===== config.mk =====
export PLATFORM = sky130hd
export DESIGN_NAME = hsmc_ram
export DESIGN_NICKNAME = d
export VERILOG_FILES = /design/src/rtl/hsmc_ram.sv
export SDC_FILE = /design/constraint.sdc
export NUM_CORES = 1
export LEC_CHECK = 0
export ABC_CLOCK_PERIOD_IN_PS = 2600
export BUFFER_PORTS_ARGS = -buffer_cell sky130_fd_sc_hd__buf_2
export CORE_MARGIN = 8
export CORE_UTILIZATION = 60
export DETAILED_ROUTE_END_ITERATION = 6
export GPL_TIMING_DRIVEN = 0
export PLACE_DENSITY = 0.85
export SYNTH_ARGS = -nofsm -noshare
export SYNTH_HDL_FRONTEND = slang
export SYNTH_SLANG_ARGS = --single-unit

===== constraint.sdc =====
create_clock -name i_clk -period 2.6 [get_ports i_clk]
set_input_delay 0.52 -clock i_clk [delete_from_list [all_inputs] [get_ports i_clk]]
set_output_delay 0.52 -clock i_clk [all_outputs]
set_load 0.03 [all_outputs]

===== src/rtl/hsmc_ram.sv =====
`timescale 1ns / 1ps

module hsmc_ram #(
    parameter int WIDTH = 8,
    parameter int DEPTH = 16
) (
    input  logic                     i_clk,
    input  logic                     i_we,
    input  logic [$clog2(DEPTH)-1:0] i_waddr,
    input  logic [WIDTH-1:0]         i_wdata,
    input  logic                     i_re,
    input  logic [$clog2(DEPTH)-1:0] i_raddr,
    output logic [WIDTH-1:0]         o_rdata
);

    logic [WIDTH-1:0] r_mem [DEPTH];
    logic [WIDTH-1:0] r_rdata;

    always_ff @(posedge i_clk) begin
        if (i_we) begin
            r_mem[i_waddr] <= i_wdata;
        end
        if (i_re) begin
            r_rdata <= r_mem[i_raddr];
        end
    end

    assign o_rdata = r_rdata;

endmodule


-- After elaboration in Yosys (flattened, before gate mapping)
Memories as Yosys holds them, arrays and structs flattened. A register that Yosys moved wholly into a read port is not among the register bits.
Index checks and enable logic that the tools add are counted.
- register bits: 0
- memory bits (writable): 128
- output and inout bits: 8
- memories kept: 1
- mux-type cells: 2
- memories (name ; words ; width ; read ports ; clocked after memory_dff ; write ports ; line ; text):
    r_mem ; 16 ; 8 ; 1 ; 1 ; 1 ; 16 ; logic [WIDTH-1:0] r_mem [DEPTH];
- operators with widths (cell ; number):
    two-way mux 1 bit ; 2

-- Depth between registers and ports, before layout
Gate-level depths: netlist of run 1.
- depth in word-level cells: 2
- depth in mapped cells: 5
- depth with buffers taken out: 3

-- Worst setup path after synthesis of run 1
OpenSTA, ideal clock, no wires.
- kind: input to register
- start point: input i_waddr[2]
- end point: memory r_mem[0][0] (enable)
- library setup time: 0.383 ns
- data arrival time: 1.630 ns
- required time: 2.217 ns
- slack: 0.587 ns
- cell stages on the path: 2
- buffers on the path: 0
- cell sequence: or3b_2 > nor3_1
- RTL lines (item ; line ; text):
    start: declaration ; 9 ; input logic [$clog2(DEPTH)-1:0] i_waddr,
    end: declaration ; 16 ;
Straight into the memory's write port.

-- Worst setup path after layout of run 1
- start point: input i_waddr[2]
- end point: memory r_mem[8][5] (enable)
Straight into the memory's write port.

==> tab_implementation.tex, run 1 <==
\begin{tabular}{lr}
\hline
Metric & Value \\
\hline
\multicolumn{2}{l}{\textbf{Detailed routing}} \\
Highest metal layer with signal wires & met4 \\
Vias & 2,575 \\
Number of vias per cell after detailed routing & 6.54 \\
Total Routed Length & 10.3 mm \\
Final routed wire length divided by cell count & 26.2 um \\
Wire length on met3 & 914 um \\
Met2 WL & 4.99 mm \\
Detailed Route Iter0 Violations & 171 \\
Met1 Routed Length & 4.16 mm \\
Count of antenna-violating nets left after detailed routing & 0 \\
Initial DRT Pass Iterations & 5 \\
Number of DRC violations after detailed routing & 0 \\
\multicolumn{2}{l}{\textbf{Worst setup path}} \\
Critical Path End Type & flop \\
Reg2Reg Launch Point & r\_mem[7][0]\$\_DFFE\_PP\_ \\
Worst setup path start & i\_waddr[2] \\
Data arrival time of the critical path & 1940 ps \\
Required time at the worst-slack endpoint & 2730 ps \\
Worst setup SP type & input pin \\
WS Path Type & in -> reg \\
Register-to-Register Setup Slack & 980 ps \\
CP Max Fanout & 8 \\
\multicolumn{2}{l}{\textbf{Global route}} \\
First-pass GRT wire length & 15.5 mm \\
Vias in the first global route & 2,537 \\
Total gr overflow & 0 \\
Maximum number of pins on one net before global-route repair & 17 \\
Antenna violations before repair & 0 \\
GRT Overall Usage & 18.8\% \\
\multicolumn{2}{l}{\textbf{STA}} \\
Unrepaired setup endpoints after global routing & no \\
Final clock period utilization by the worst path & 69.4\% \\
Max-Slew Margin vs Limit & 15.1\% \\
Number of endpoints with negative hold slack in the final report & 0 \\
Final slew viol count & 0 \\
Setup-violating endpoint count in the final report & 0 \\
Setup clock skew after layout & 6.33 ps \\
Final Critical Period & 1800 ps \\
Transition time at the pin with the least slew margin & 1260 ps \\
Fmax & 554 MHz \\
Sum of negative setup slack & 0 ps \\
\multicolumn{2}{l}{\textbf{Clocking}} \\
Insertion delay to the later sink of the worst-skew pair & 530 ps \\
CTS buffer count & 17 \\
TritonCTS clock tree & done \\
Postcts setup bufs & 0 \\
Clock transition at the registers of the reported paths & 60 ps \\
Num Clock Sinks & 136 \\
Post\_cts resized & 0 \\
H-tree levels & 4 \\
Number of hold-repair buffers added at the cts stage & 0 \\
Buffers from clock root to sink, at most & 2 \\
Clock root buffer master & sky130\_fd\_sc\_hd\_\_clkbuf\_8 \\
\multicolumn{2}{l}{\textbf{Logic synthesis}} \\
Fraction of post-synthesis cell area in the top cell type by area & 78.1\% \\
Post-synth cell types & 18 \\
Cell area after synthesis & 5230 um\^{}2 \\
Instance count of the mapped netlist & 229 \\
Synthesized area divided by synthesized cell count & 22.8 um\^{}2 \\
Synthesized netlist net count & 248 \\
FF+latch count, synth & 136 \\
Leading cell types by total area after synthesis & sky130\_fd\_sc\_hd\_\_edfxtp\_1 (78\%), sky130\_fd\_sc\_hd\_\_mux4\_2 (7.8\%), sky130\_fd\_sc\_hd\_\_mux4\_1 (7.0\%), sky130\_fd\_sc\_hd\_\_a22oi\_1 (2.3\%), sky130\_fd\_sc\_hd\_\_nor2\_1 (0.93\%) \\
Sequential share of the synthesized area & 78.1\% \\
Cell type contributing the most total cell area after synthesis & sky130\_fd\_sc\_hd\_\_edfxtp\_1 \\
Yosys warning total & 0 \\
\multicolumn{2}{l}{\textbf{Worst hold path}} \\
Source of the worst hold timing path & i\_re \\
Type of the worst min-delay path & in -> reg \\
\multicolumn{2}{l}{\textbf{Floorplanning}} \\
Die height & 109 um \\
Initial Util & 60.8\% \\
Die ar. & 12,000 um\^{}2 \\
\# rows & 34 \\
Die W & 109 um \\
Core ar. & 8590 um\^{}2 \\
Number of top-level design ports & 27 \\
\multicolumn{2}{l}{\textbf{Placement}} \\
Total half-perimeter wirelength after legalization and detailed placement & 6.06 mm \\
Placer's final routability congestion estimate & 0.743 \\
Cell area after placement & 5490 um\^{}2 \\
Buffers on Ports & 25 \\
\multicolumn{2}{l}{\textbf{Power and ir drop}} \\
Cell-internal power & 3.93 mW \\
Leakage power of the design & 2.02 nW \\
Power, Total & 5.00 mW \\
Combinational cell fraction of total power & 5.1\% \\
Maximum vdd ir drop & 0.681 mV \\
Switching power summed over all nets & 1.07 mW \\
Switching fraction of total power & 21.4\% \\
Flop pwr share & 49.7\% \\
Clock network fraction of design power & 45.3\% \\
Power per Cell Area & 825 nW/um\^{}2 \\
\multicolumn{2}{l}{\textbf{Finish}} \\
Number of nets at the end of the flow & 292 \\
Final Instance Area & 6060 um\^{}2 \\
Signed area change from the synthesized netlist to the final layout & 16.0\% \\
Number of antenna cells inserted & 0 \\
Fraction of final layout cells sized beyond drive strength 1 & 30.1\% \\
\multicolumn{2}{l}{\textbf{Status}} \\
Result of the run & completed \\
\multicolumn{2}{l}{\textbf{Flow run}} \\
Count of max-cap constraint violations & 0 \\
\hline
\end{tabular}
-- routing by layer --
metal | up-vias | global-route usage (%)
met2 | 159 | 27.5
met1 | 1319 | 25.2
met3 | 21 | 6.21
met5 | - | 0
li1 | 1076 | -
met4 | 0 | 8.68
-- worst paths after layout --
path | endpoint | cells past startpoint
max | r_mem[8][5]$_DFFE_PP_ | 3
min | o_rdata[2]$_DFFE_PP_ | 1
min reg2reg | o_rdata[2]$_DFFE_PP_ | 3
max reg2reg | o_rdata[0]$_DFFE_PP_ | 3
-- cells in the mapped netlist --
cell type,instances
sky130_fd_sc_hd__edfxtp_1,136
sky130_fd_sc_hd__mux4_2,18
sky130_fd_sc_hd__a22oi_1,16
sky130_fd_sc_hd__mux4_1,14
sky130_fd_sc_hd__nor2_1,13
sky130_fd_sc_hd__nand2_1,9
sky130_fd_sc_hd__nor3_1,4
sky130_fd_sc_hd__buf_2,3
sky130_fd_sc_hd__buf_6,3
sky130_fd_sc_hd__clkdlybuf4s25_2,3
sky130_fd_sc_hd__nand2b_1,2
sky130_fd_sc_hd__nand3b_1,2
sky130_fd_sc_hd__and2_1,1
sky130_fd_sc_hd__and2b_1,1
sky130_fd_sc_hd__buf_4,1
sky130_fd_sc_hd__nand3_1,1
sky130_fd_sc_hd__nor2b_1,1
sky130_fd_sc_hd__or3b_2,1
-- worst max-delay path, cell delays in order --
cell                       delay (ps)
sky130_fd_sc_hd__buf_2            110
sky130_fd_sc_hd__nand3b_1         280
sky130_fd_sc_hd__nor3_1          1020
-- sequential cells by signal (all words and copies together) (netlist names) --
name / cells
o_rdata: 8
r_mem: 128
-- placed cells by master (no fill, tap or decap), drive strengths merged, types with 2 or more instances in the layout --
cell type and count:
edfxtp 136, buf 32, mux4 32, clkbuf 17, a22oi 16, nor2 13
nand2 9, clkinv 9, clkinvlp 4, nor3 4, clkdlybuf4s25 3, nand3b 2
nand2b 2, bufinv 2
-- cell type report --
type / count / area [um^2]
Buffer: 10 / 86.3
Clock buffer: 17 / 414
Clock inverter: 15 / 156
Fill cell: 487 / 2530
Multi-Input combinational cell: 83 / 1060
Sequential cell: 136 / 4080
Tap cell: 108 / 135
Timing Repair Buffer: 25 / 125
-- cells by family (layout without fill, tap and decap cells) --
| logic type | Yosys count | count (layout) | share of synthesized area, % |
|---|---|---|---|
| AOI/OAI and AO/OA | 16 | 16 | 2.30 |
| and+or+nand+nor | 35 | 35 | 3.14 |
| buffers and inverters | 10 | 67 | 1.65 |
| muxes | 32 | 32 | 14.8 |
| DFF | 136 | 136 | 78.1 |
-- metrics by stage --
stage          util [%]  setup WS (ps)  hold slack (ps)  instances
5_1_grt            70.6            730              330        394
2_1_floorplan         -            587              619        229
6_report           70.6            796              339        394
4_1_cts            70.5            483              328        394
3_3_place_gp       63.9           23.8              735        362
3_5_place_dp       63.9          -6.82              744        362
-- power groups by stage --
stage          registers, mW  clock network (mW)  logic, mW
2_1_floorplan           2.55                   0      0.125
3_3_place_gp            2.52                   0      0.238
3_5_place_dp            2.53                   0      0.248
4_1_cts                 2.48                2.27      0.253
5_1_grt                 2.49                2.36      0.266
6_report                2.48                2.26      0.253
No activity file was read; power rests on OpenSTA's default activity.
==> run 2, diff against run 1 <==
Settings changed: ABC_CLOCK_PERIOD_IN_PS 2600 to 1900.
Clock period 2.6 ns to 1.9 ns, I/O delays scaled along.
==> run 2 against run 1 <==
- cell count did not move
- worst setup slack got worse by 550 ps
- sequential power grew 37%
- global-route usage is essentially flat
- via count shrank 1.0%
- sequential share of layout area stayed put
- critical path depth stayed put
- register-to-register slack got worse by 680 ps
- highest routed layer unchanged
==> tab_implementation.tex, run 2 (synthesis results as in run 1) <==
\begin{tabular}{lr}
\hline
Metric & Value \\
\hline
\multicolumn{2}{l}{\textbf{Status}} \\
Result of the run & completed (unchanged) \\
\multicolumn{2}{l}{\textbf{Worst hold path}} \\
Type of the worst min-delay path & in -> reg (unchanged) \\
\multicolumn{2}{l}{\textbf{Clocking}} \\
Insertion delay to the later sink of the worst-skew pair & 530 ps (about the same) \\
Number of hold-repair buffers added at the cts stage & 0 (unchanged) \\
CTS buffer count & 17 (unchanged) \\
Num Clock Sinks & 136 (unchanged) \\
H-tree levels & 4 (unchanged) \\
Buffers from clock root to sink, at most & 2 (unchanged) \\
Clock root buffer master & sky130\_fd\_sc\_hd\_\_clkbuf\_8 (unchanged) \\
Postcts setup bufs & 0 (unchanged) \\
Post\_cts resized & 1 (was 0) \\
Clock transition at the registers of the reported paths & 60 ps (about the same) \\
TritonCTS clock tree & done (unchanged) \\
\multicolumn{2}{l}{\textbf{Power and ir drop}} \\
Flop pwr share & 49.6\% (was 49.7\%) \\
Maximum vdd ir drop & 0.941 mV (was 0.681 mV) \\
Switching fraction of total power & 21.5\% (was 21.4\%) \\
Switching power summed over all nets & 1.47 mW (was 1.07 mW) \\
Leakage power of the design & 2.02 nW (unchanged) \\
Cell-internal power & 5.38 mW (was 3.93 mW) \\
Clock network fraction of design power & 45.3\% (about the same) \\
Power per Cell Area & 1130 nW/um\^{}2 (was 825 nW/um\^{}2) \\
Combinational cell fraction of total power & 5.0\% (was 5.1\%) \\
\multicolumn{2}{l}{\textbf{STA}} \\
Setup-violating endpoint count in the final report & 0 (unchanged) \\
Sum of negative setup slack & 0 ps (unchanged) \\
Setup clock skew after layout & 7.35 ps (was 6.33 ps) \\
Hold Slack & 191 ps (was 339 ps) \\
Transition time at the pin with the least slew margin & 1280 ps (was 1260 ps) \\
Final clock period utilization by the worst path & 87.2\% \\
Unrepaired setup endpoints after global routing & no (unchanged) \\
Worst path setup slack after routing & 244 ps (was 796 ps) \\
Number of endpoints with negative hold slack in the final report & 0 (unchanged) \\
Fmax & 604 MHz \\
Final Critical Period & 1660 ps \\
Final slew viol count & 0 (unchanged) \\
Max-Slew Margin vs Limit & 14.0\% (was 15.1\%) \\
\multicolumn{2}{l}{\textbf{Detailed routing}} \\
Vias & 2,548 (was 2,575) \\
Count of antenna-violating nets left after detailed routing & 0 (unchanged) \\
Number of vias per cell after detailed routing & 6.47 (was 6.54) \\
Number of DRC violations after detailed routing & 0 (unchanged) \\
Detailed Route Iter0 Violations & 176 (was 171) \\
Initial DRT Pass Iterations & 5 (unchanged) \\
Total Routed Length & 10.3 mm (about the same) \\
Final routed wire length divided by cell count & 26.1 um (was 26.2 um) \\
\multicolumn{2}{l}{\textbf{Flow run}} \\
Count of max-cap constraint violations & 0 (unchanged) \\
\multicolumn{2}{l}{\textbf{Finish}} \\
Fraction of final layout cells sized beyond drive strength 1 & 30.1\% (unchanged) \\
Fill cell instance count of the final layout & 487 (unchanged) \\
Largest register by flop count & r\_mem (unchanged) \\
Leading cell types in the layout, fill and taps excluded & sky130\_fd\_sc\_hd\_\_edfxtp\_1 (136), sky130\_fd\_sc\_hd\_\_buf\_2 (28), sky130\_fd\_sc\_hd\_\_mux4\_2 (18), sky130\_fd\_sc\_hd\_\_a22oi\_1 (16), sky130\_fd\_sc\_hd\_\_clkbuf\_16 (16) (unchanged) \\
Number of nets at the end of the flow & 292 (unchanged) \\
Number of flip-flops under the largest register name & 128 (unchanged) \\
Signed area change from the synthesized netlist to the final layout & 16.0\% (unchanged) \\
Most frequent standard cell in the layout excluding fill and tap cells & sky130\_fd\_sc\_hd\_\_edfxtp\_1 (unchanged) \\
Number of antenna cells inserted & 0 (unchanged) \\
Number of standard cells in the layout, taps in and fillers out & 394 (unchanged) \\
\multicolumn{2}{l}{\textbf{Global route}} \\
Total gr overflow & 0 (unchanged) \\
Met2 demand-to-capacity share in global routing & 27.5\% (unchanged) \\
Antenna violations before repair & 0 (unchanged) \\
GRT Overall Usage & 18.7\% (was 18.8\%) \\
Vias in the first global route & 2,541 (was 2,537) \\
Maximum number of pins on one net before global-route repair & 17 (unchanged) \\
Met3 track utilization from global routing & 6.21\% (unchanged) \\
First-pass GRT wire length & 15.5 mm (about the same) \\
Met1 routing resource usage after global routing & 25.2\% (unchanged) \\
Gr busiest metal & met2 (unchanged) \\
\multicolumn{2}{l}{\textbf{Worst setup path}} \\
Reg2Reg Launch Point & r\_mem[0][0]\$\_DFFE\_PP\_ (was r\_mem[7][0]\$\_DFFE\_PP\_) \\
CP Capture Point & r\_mem[8][5]\$\_DFFE\_PP\_ (unchanged) \\
Worst path slowest cell & sky130\_fd\_sc\_hd\_\_nor3\_1 (unchanged) \\
Highest cell delay on the worst timing path & 1010 ps (was 1020 ps) \\
Path length in cells of the critical path & 3 (unchanged) \\
Top Family by Delay on Critical Path & simple AND/OR/NAND/NOR gates (unchanged) \\
Required time at the worst-slack endpoint & 2040 ps (was 2730 ps) \\
Data arrival time of the critical path & 1800 ps (was 1940 ps) \\
Worst reg2reg path endpoint & o\_rdata[0]\$\_DFFE\_PP\_ (unchanged) \\
Worst setup path start & i\_waddr[2] (unchanged) \\
Register-to-Register Setup Slack & 300 ps (was 980 ps) \\
Critical Path End Type & flop (unchanged) \\
CP Max Fanout & 8 (unchanged) \\
Ordered list of cells on the worst path & buf\_2 > nand3b\_1 > nor3\_1 (unchanged) \\
Cell count of the worst reg-to-reg path & 3 (unchanged) \\
WS Path Type & in -> reg (unchanged) \\
Worst setup SP type & input pin (unchanged) \\
Buffers \& Inverters on Critical Path & 1 (unchanged) \\
\multicolumn{2}{l}{\textbf{Floorplanning}} \\
Die W & 109 um (unchanged) \\
Core ar. & 8590 um\^{}2 (unchanged) \\
Number of top-level design ports & 27 (unchanged) \\
Die ar. & 12,000 um\^{}2 (unchanged) \\
Initial Util & 60.8\% (unchanged) \\
Die height & 109 um (unchanged) \\
\# rows & 34 (unchanged) \\
\multicolumn{2}{l}{\textbf{Placement}} \\
Buffers on Ports & 25 (unchanged) \\
Worst setup slack before clock tree synthesis & -567 ps (was -6.82 ps) \\
Number of instances in the placed design & 362 (unchanged) \\
Total half-perimeter wirelength after legalization and detailed placement & 6.06 mm (unchanged) \\
Placer's final routability congestion estimate & 0.743 (unchanged) \\
\hline
\end{tabular}
==> run 2: how the worst min path moves through the flow <==
stage / start / to / slack [ps] / cells after the start
finish: i_re / o_rdata[3]$_DFFE_PP_ / 190 / 1
global route: i_re / o_rdata[2]$_DFFE_PP_ / 190 / 1
CTS: i_re / o_rdata[2]$_DFFE_PP_ / 190 / 1
detailed placement: i_re / o_rdata[2]$_DFFE_PP_ / 740 / 1
global placement: i_re / o_rdata[0]$_DFFE_PP_ / 710 / 1
floorplan: i_wdata[0] / r_mem[0][0]$_DFFE_PP_ / 480 / 0
==> run 2: per-layer routing <==
layer / vias to the layer above / wire length [um]
met5: - / 0
met4: 0 / 218
met3: 16 / 952
met2: 154 / 4970
met1: 1306 / 4130
li1: 1072 / -
==> run 2: area by class of cell <==
cell class,instances,area (um^2),share of cell area [%]
multi-input cells,83,1060,17.5
clock inverters,15,156,2.58
repair buffers,25,125,2.06
well taps,108,135,2.23
flip-flops and latches,136,4080,67.4
clock buffers,17,414,6.83
plain buffers,10,86.3,1.42
==> run 2: per-stage QoR <==
stage	utilization, %	area, um^2	power (mW)
3_3_place_gp	63.9	5490	3.78
5_1_grt	70.6	6060	7.00
3_5_place_dp	63.9	5490	3.80
4_1_cts	70.6	6060	6.86
6_report	70.6	6060	6.85
2_1_floorplan	-	5230	3.66
==> run 2: worst register-to-register path, stage by stage (launching register included) <==
cell                       delay, ps
sky130_fd_sc_hd__edfxtp_1        360
sky130_fd_sc_hd__mux4_1          510
sky130_fd_sc_hd__a22oi_1         350
sky130_fd_sc_hd__nand2_1         120
==> run 2: power groups by stage <==
stage | Sequential [mW] | Combinational, mW | Clock [mW]
3_3_place_gp | 3.45 | 0.326 | 0
5_1_grt | 3.40 | 0.364 | 3.23
4_1_cts | 3.40 | 0.346 | 3.11
6_report | 3.40 | 0.345 | 3.10
3_5_place_dp | 3.46 | 0.339 | 0
2_1_floorplan | 3.49 | 0.171 | 0
